[src/rtl/camera_path_bezier_interpolator_defines.svh]
// Assertion macros shared by the camera path interpolator RTL.
// Expects clk and rst_n to be in scope where a macro is used.
`ifndef CAMERA_PATH_BEZIER_INTERPOLATOR_DEFINES_SVH
`define CAMERA_PATH_BEZIER_INTERPOLATOR_DEFINES_SVH

// same-cycle implication
`define CPBI_ASSERT_NOW(label, ante, cons, msg) \
  label: assert property (@(posedge clk) disable iff (!rst_n) (ante) |-> (cons)) \
    else $error(msg);

// next-cycle implication
`define CPBI_ASSERT_NEXT(label, ante, cons, msg) \
  label: assert property (@(posedge clk) disable iff (!rst_n) (ante) |=> (cons)) \
    else $error(msg);

`endif

[src/rtl/cpbi_pkg.sv]
// Package for the camera path interpolator: fixed-point constants,
// register indexes and reset values. No dependencies.
package cpbi_pkg;

  localparam int unsigned T_W = 17;
  localparam logic [T_W-1:0] ONE_Q16 = 17'd65536;

  typedef logic [T_W-1:0] q16_t;   // Q1.16 value, 0..1.0 inclusive
  typedef logic [32:0]    wgt_t;   // Bezier basis weight, Q1.32 up to 1.0

  localparam int unsigned CFG_IDX_W  = 3;
  localparam int unsigned CFG_DATA_W = 48;

  localparam logic [CFG_IDX_W-1:0] REG_START_POINT  = 3'd0;
  localparam logic [CFG_IDX_W-1:0] REG_CENTER_POINT = 3'd1;
  localparam logic [CFG_IDX_W-1:0] REG_END_POINT    = 3'd2;
  localparam logic [CFG_IDX_W-1:0] REG_START_ANGLES = 3'd3;
  localparam logic [CFG_IDX_W-1:0] REG_END_ANGLES   = 3'd4;
  localparam logic [CFG_IDX_W-1:0] REG_START_FOV    = 3'd5;
  localparam logic [CFG_IDX_W-1:0] REG_END_FOV      = 3'd6;
  localparam logic [CFG_IDX_W-1:0] REG_SMOOTHING    = 3'd7;

  localparam logic [7:0] FOV_RESET = 8'd90;

  localparam logic [1:0] SMOOTH_NONE = 2'd0;
  localparam logic [1:0] SMOOTH_IN   = 2'd1;
  localparam logic [1:0] SMOOTH_OUT  = 2'd2;
  localparam logic [1:0] SMOOTH_BOTH = 2'd3;

endpackage

[src/rtl/cpbi_ease.sv]
// Three-stage easing pipeline: saturate t, square and cube, then pick
// the eased parameter s and its complement u. Uses cpbi_pkg and the defines header.
`include "camera_path_bezier_interpolator_defines.svh"

module cpbi_ease (
  input  logic           clk,
  input  logic           rst_n,
  input  logic           adv,
  input  logic           in_valid,
  input  cpbi_pkg::q16_t in_t,
  input  logic [1:0]     smoothing,
  output logic           out_valid,
  output cpbi_pkg::q16_t s,
  output cpbi_pkg::q16_t u
);

  logic           v1_r, v2_r, v3_r;
  cpbi_pkg::q16_t t1_r, t2_r, s3_r, u3_r;
  logic [32:0]    sq1_r, sq2_r;
  logic [48:0]    cube2_r;

  cpbi_pkg::q16_t t_sat;
  logic [33:0]    q_in;
  logic [34:0]    q_out;
  logic [50:0]    q_both;
  cpbi_pkg::q16_t e_val;
  cpbi_pkg::q16_t s_nxt;

  assign t_sat = (in_t > cpbi_pkg::ONE_Q16) ? cpbi_pkg::ONE_Q16 : in_t;

  always_comb begin
    q_in   = {1'b0, sq2_r} + 34'd32768;
    q_out  = {1'b0, t2_r, 17'd0} - {2'b00, sq2_r} + 35'd32768;
    q_both = {2'b00, sq2_r, 16'd0} + {1'b0, sq2_r, 17'd0}
           - {1'b0, cube2_r, 1'b0} + 51'h0_0000_8000_0000;
    unique case (smoothing)
      cpbi_pkg::SMOOTH_NONE: e_val = t2_r;
      cpbi_pkg::SMOOTH_IN:   e_val = q_in[32:16];
      cpbi_pkg::SMOOTH_OUT:  e_val = q_out[32:16];
      cpbi_pkg::SMOOTH_BOTH: e_val = q_both[48:32];
    endcase
    s_nxt = (e_val > cpbi_pkg::ONE_Q16) ? cpbi_pkg::ONE_Q16 : e_val;
  end

  always_ff @(posedge clk) begin
    if (!rst_n) begin
      v1_r <= 1'b0;
      v2_r <= 1'b0;
      v3_r <= 1'b0;
    end else if (adv) begin
      v1_r <= in_valid;
      v2_r <= v1_r;
      v3_r <= v2_r;
    end
  end

  always_ff @(posedge clk) begin
    if (adv) begin
      t1_r    <= t_sat;
      sq1_r   <= 33'(t_sat * t_sat);
      t2_r    <= t1_r;
      sq2_r   <= sq1_r;
      cube2_r <= 49'(sq1_r * t1_r);
      s3_r    <= s_nxt;
      u3_r    <= cpbi_pkg::ONE_Q16 - s_nxt;
    end
  end

  assign out_valid = v3_r;
  assign s         = s3_r;
  assign u         = u3_r;

  `CPBI_ASSERT_NEXT(a_enter, in_valid && adv, v1_r, "accepted request did not enter stage one")
  `CPBI_ASSERT_NOW(a_s_range, v3_r, (s3_r <= cpbi_pkg::ONE_Q16) && (u3_r == cpbi_pkg::ONE_Q16 - s3_r), "eased parameter out of range")

endmodule

[config.mk]
export PLATFORM = sky130hd
export DESIGN_NAME = cpbi_ease
export DESIGN_NICKNAME = d
export VERILOG_FILES = /design/src/rtl/cpbi_pkg.sv /design/src/rtl/cpbi_ease.sv
export VERILOG_INCLUDE_DIRS = /design/src /design/src/rtl
export SDC_FILE = /design/constraint.sdc
export NUM_CORES = 2
export LEC_CHECK = 0
export ABC_AREA = 1
export CORE_MARGIN = 2
export CORE_UTILIZATION = 50
export CTS_BUF_LIST = sky130_fd_sc_hd__clkbuf_4 sky130_fd_sc_hd__clkbuf_8
export CTS_CLUSTER_SIZE = 10
export DETAILED_ROUTE_END_ITERATION = 7
export DONT_BUFFER_PORTS = 1
export PLACE_DENSITY = 0.65
export SYNTH_ARGS = -nofsm -noshare
export SYNTH_HDL_FRONTEND = slang
export SYNTH_SLANG_ARGS = --single-unit
export TNS_END_PERCENT = 5
[constraint.sdc]
create_clock -name clk -period 9.15 [get_ports clk]
set_clock_uncertainty 0.2 [all_clocks]
set_input_delay 1.83 -clock clk [delete_from_list [all_inputs] [get_ports clk]]
set_output_delay 1.83 -clock clk [all_outputs]
set_load 0.02 [all_outputs]
==> flow_summary.ini <==
[outcome]
outcome = finished clean

[critical_path]
rr_worst_depth = 24
crit_path_frequent_cell = inv_1
worstPathRequired_ps = 9280
cp_slowest_stage_delay_ps = 540
reg2reg_slack_ps = 1430
cp_max_fo = 7
path_class = input pin to register
crit_family = adder cells
endpoint_kind = register
critPathLaunchType = input pin
critPathArrivalTime_ps = 8540
path_buf_inv = 8
r2r_end = cube2_r[43]$_DFFE_PP_
r2r_start = t1_r[2]$_DFFE_PP_
cp_slowest_cell = fa_1

[floorplanning]
die_h_um = 277
pin_count = 58
core_mm2 = 0.0733
die_w_um = 277
rows = 99
dieArea_mm2 = 0.0765
start_util = 0.507

[min_path]
holdPathEnd = v2_r$_SDFFE_PN0P_
min-delay-start = v1_r$_SDFFE_PN0P_
hold_path.class = register to register
worstHoldPathCells = 2

[grt]
grt_antenna_before_repair = 3
grtUsageTotal = 0.271
grt_pass1_wl_mm = 162
grt_pass1_vias = 30700
grt_overflow = 0
grt_max_degree = 181

[sta]
slew_headroom = 0.172
hold_viol_final = 0
hold_ws_ps = 287
fmax_mhz = 119
drv_slew = 0
finalSetupViolCount = 0
worst_pin_slew_ps = 1240
tns_ps = 0
fin_crit_sh = 0.919
fin_crit_ps = 8410
rsz0062_at_grt = no

[finish]
nNetsFinal = 5613
area_growth_pct = 4.70
fillers = 7067
final_cell_mix = inv_1, nand2_1, fa_1
final_common_cell = inv_1
drive_gt1_frac = 0.0326

[synth]
async_flop_share = 0
yosysWarnings = 0
synth_seq_cells = 179
avgSynthCellArea_um2 = 8.02
synth_edf_count = 176
synth-seq-area-share = 0.144
postSynthCellCount = 4632
netlist_area_mm2 = 0.0372
ys.flop_type = edfxtp_1
synthDistinctLibCells = 53

[clocking]
clk-insertion-delay-late_ps = 570
ctsHtreeMaxLevel = 4
clk_pin_slew_ps = 120
cts_buffers = 17
cts.sinks = 179
post_cts_resized = 0
clock-root-buffer = clkbuf_8
cts_setup_buffers = 0
cts_buffer_depth = 2
ctsHoldBuffers = 0
tritoncts = built

[detailed_routing]
dr.pass1.iters = 5
ant_nets = 0
finalWirelength_mm = 99.3
vias_per_cell = 5.16
route.detailed.drc = 0
wl_per_cell_um = 17.8
routed-via-count = 28800
drt_iter0_markers = 1713

[placed_design]
gp_congestion = 0.963
hpwlAfterDp_mm = 82.9
portBuffers = 0

[job]
maxCapViolCount = 0
[Yosys cell counts, types with 3 or more instances]
| master | n | share of area |
|---|---|---|
| xnor2_1 | 39 | 0.0092 |
| inv_2 | 9 | 0.00091 |
| a21o_1 | 7 | 0.0014 |
| xor2_1 | 60 | 0.014 |
| o21ai_0 | 77 | 0.010 |
| nand4_1 | 42 | 0.0071 |
| inv_1 | 1240 | 0.13 |
| ha_1 | 300 | 0.10 |
| a31oi_1 | 8 | 0.0013 |
| nand3_1 | 127 | 0.017 |
| edfxtp_1 | 176 | 0.14 |
| a21boi_0 | 4 | 0.00081 |
| nand2_4 | 3 | 0.00091 |
| nand2_2 | 6 | 0.0010 |
| clkinv_1 | 7 | 0.00071 |
| o21a_1 | 6 | 0.0012 |
| or2_2 | 5 | 0.00084 |
| clkbuf_1 | 128 | 0.013 |
| nor2_2 | 8 | 0.0013 |
| nand3b_1 | 9 | 0.0018 |
| o31ai_1 | 6 | 0.0012 |
| nand3_2 | 3 | 0.00081 |
| o211ai_1 | 3 | 0.00061 |
| nor3_1 | 13 | 0.0018 |
| nor2_1 | 352 | 0.036 |
| a221oi_1 | 3 | 0.00071 |
| a21oi_1 | 140 | 0.019 |
| fa_1 | 672 | 0.36 |
| o21ai_1 | 12 | 0.0016 |
| nor4_1 | 5 | 0.00084 |
| o21ai_2 | 3 | 0.00071 |
| dfxtp_1 | 3 | 0.0016 |
| o21bai_1 | 11 | 0.0022 |
| nand2_1 | 1120 | 0.11 |
[worst max-delay path by stage]
stage,startpoint,end,slack (ps),depth (start not counted)
3_5_place_dp,in_t[12],sq1_r[29]$_DFFE_PP_,210,31
5_1_grt,in_t[12],sq1_r[29]$_DFFE_PP_,190,31
2_1_floorplan,in_t[5],sq1_r[29]$_DFFE_PP_,390,33
3_3_place_gp,in_t[12],sq1_r[29]$_DFFE_PP_,290,31
6_report,in_t[12],sq1_r[29]$_DFFE_PP_,740,31
4_1_cts,in_t[12],sq1_r[29]$_DFFE_PP_,830,31
[state kept, by name (all words and copies together) (netlist names)]
signal     flops
cube2_r       47
sq1_r         31
t2_r          17
sq2_r         31
t1_r          17
v1_r           1
out_valid      1
u             16
v2_r           1
s             17
[worst min-delay path: stages (launching register included)]
cell,delay (ps)
dfxtp_1,330
nor2_1,90
nor2_1,50
[routing by layer]
metal	global-route usage	wire [um]	vias up
li1	-	-	13600
met2	0.454	46500	816
met5	0	9	-
met1	0.371	44100	14300
met3	0.0310	5730	154
met4	0.0856	3010	2
[cell families after synthesis]
family | count (synthesis) | share of synthesized area
AO/OA/AOI/OAI | 287 | 0.0430
XOR/XNOR | 99 | 0.0233
adder cells (fa/ha/maj) | 972 | 0.463
buffers and inverters | 1391 | 0.142
flip-flops | 179 | 0.144
other | 2 | 0.000202
AND/OR/NAND/NOR | 1702 | 0.185
[final cells by class]
type	instances	area [um^2]	share of cell area
multi-input combinational	3090	26700	0.685
clock buffer	17	234	0.00601
clock inverter	15	200	0.00515
tap	959	1200	0.0308
inverter	1256	4710	0.121
sequential	179	5350	0.137
antenna	1	2.50	0.0000643
timing repair buffer	74	556	0.0143
[per-stage QoR]
step                setup WS, ps   util  instances  cell area, um^2
floorplan                    386      -       4660            37300
global placement             289  0.525       5558            38500
detailed placement           208  0.525       5558            38500
CTS                          831  0.531       5590            38900
global route                 188  0.531       5591            38900
finish                       737  0.531       5591            38900
Power is left out: the tool's default activity adds up to more than one toggle a clock period on the data nets, which glitch-free logic cannot reach.
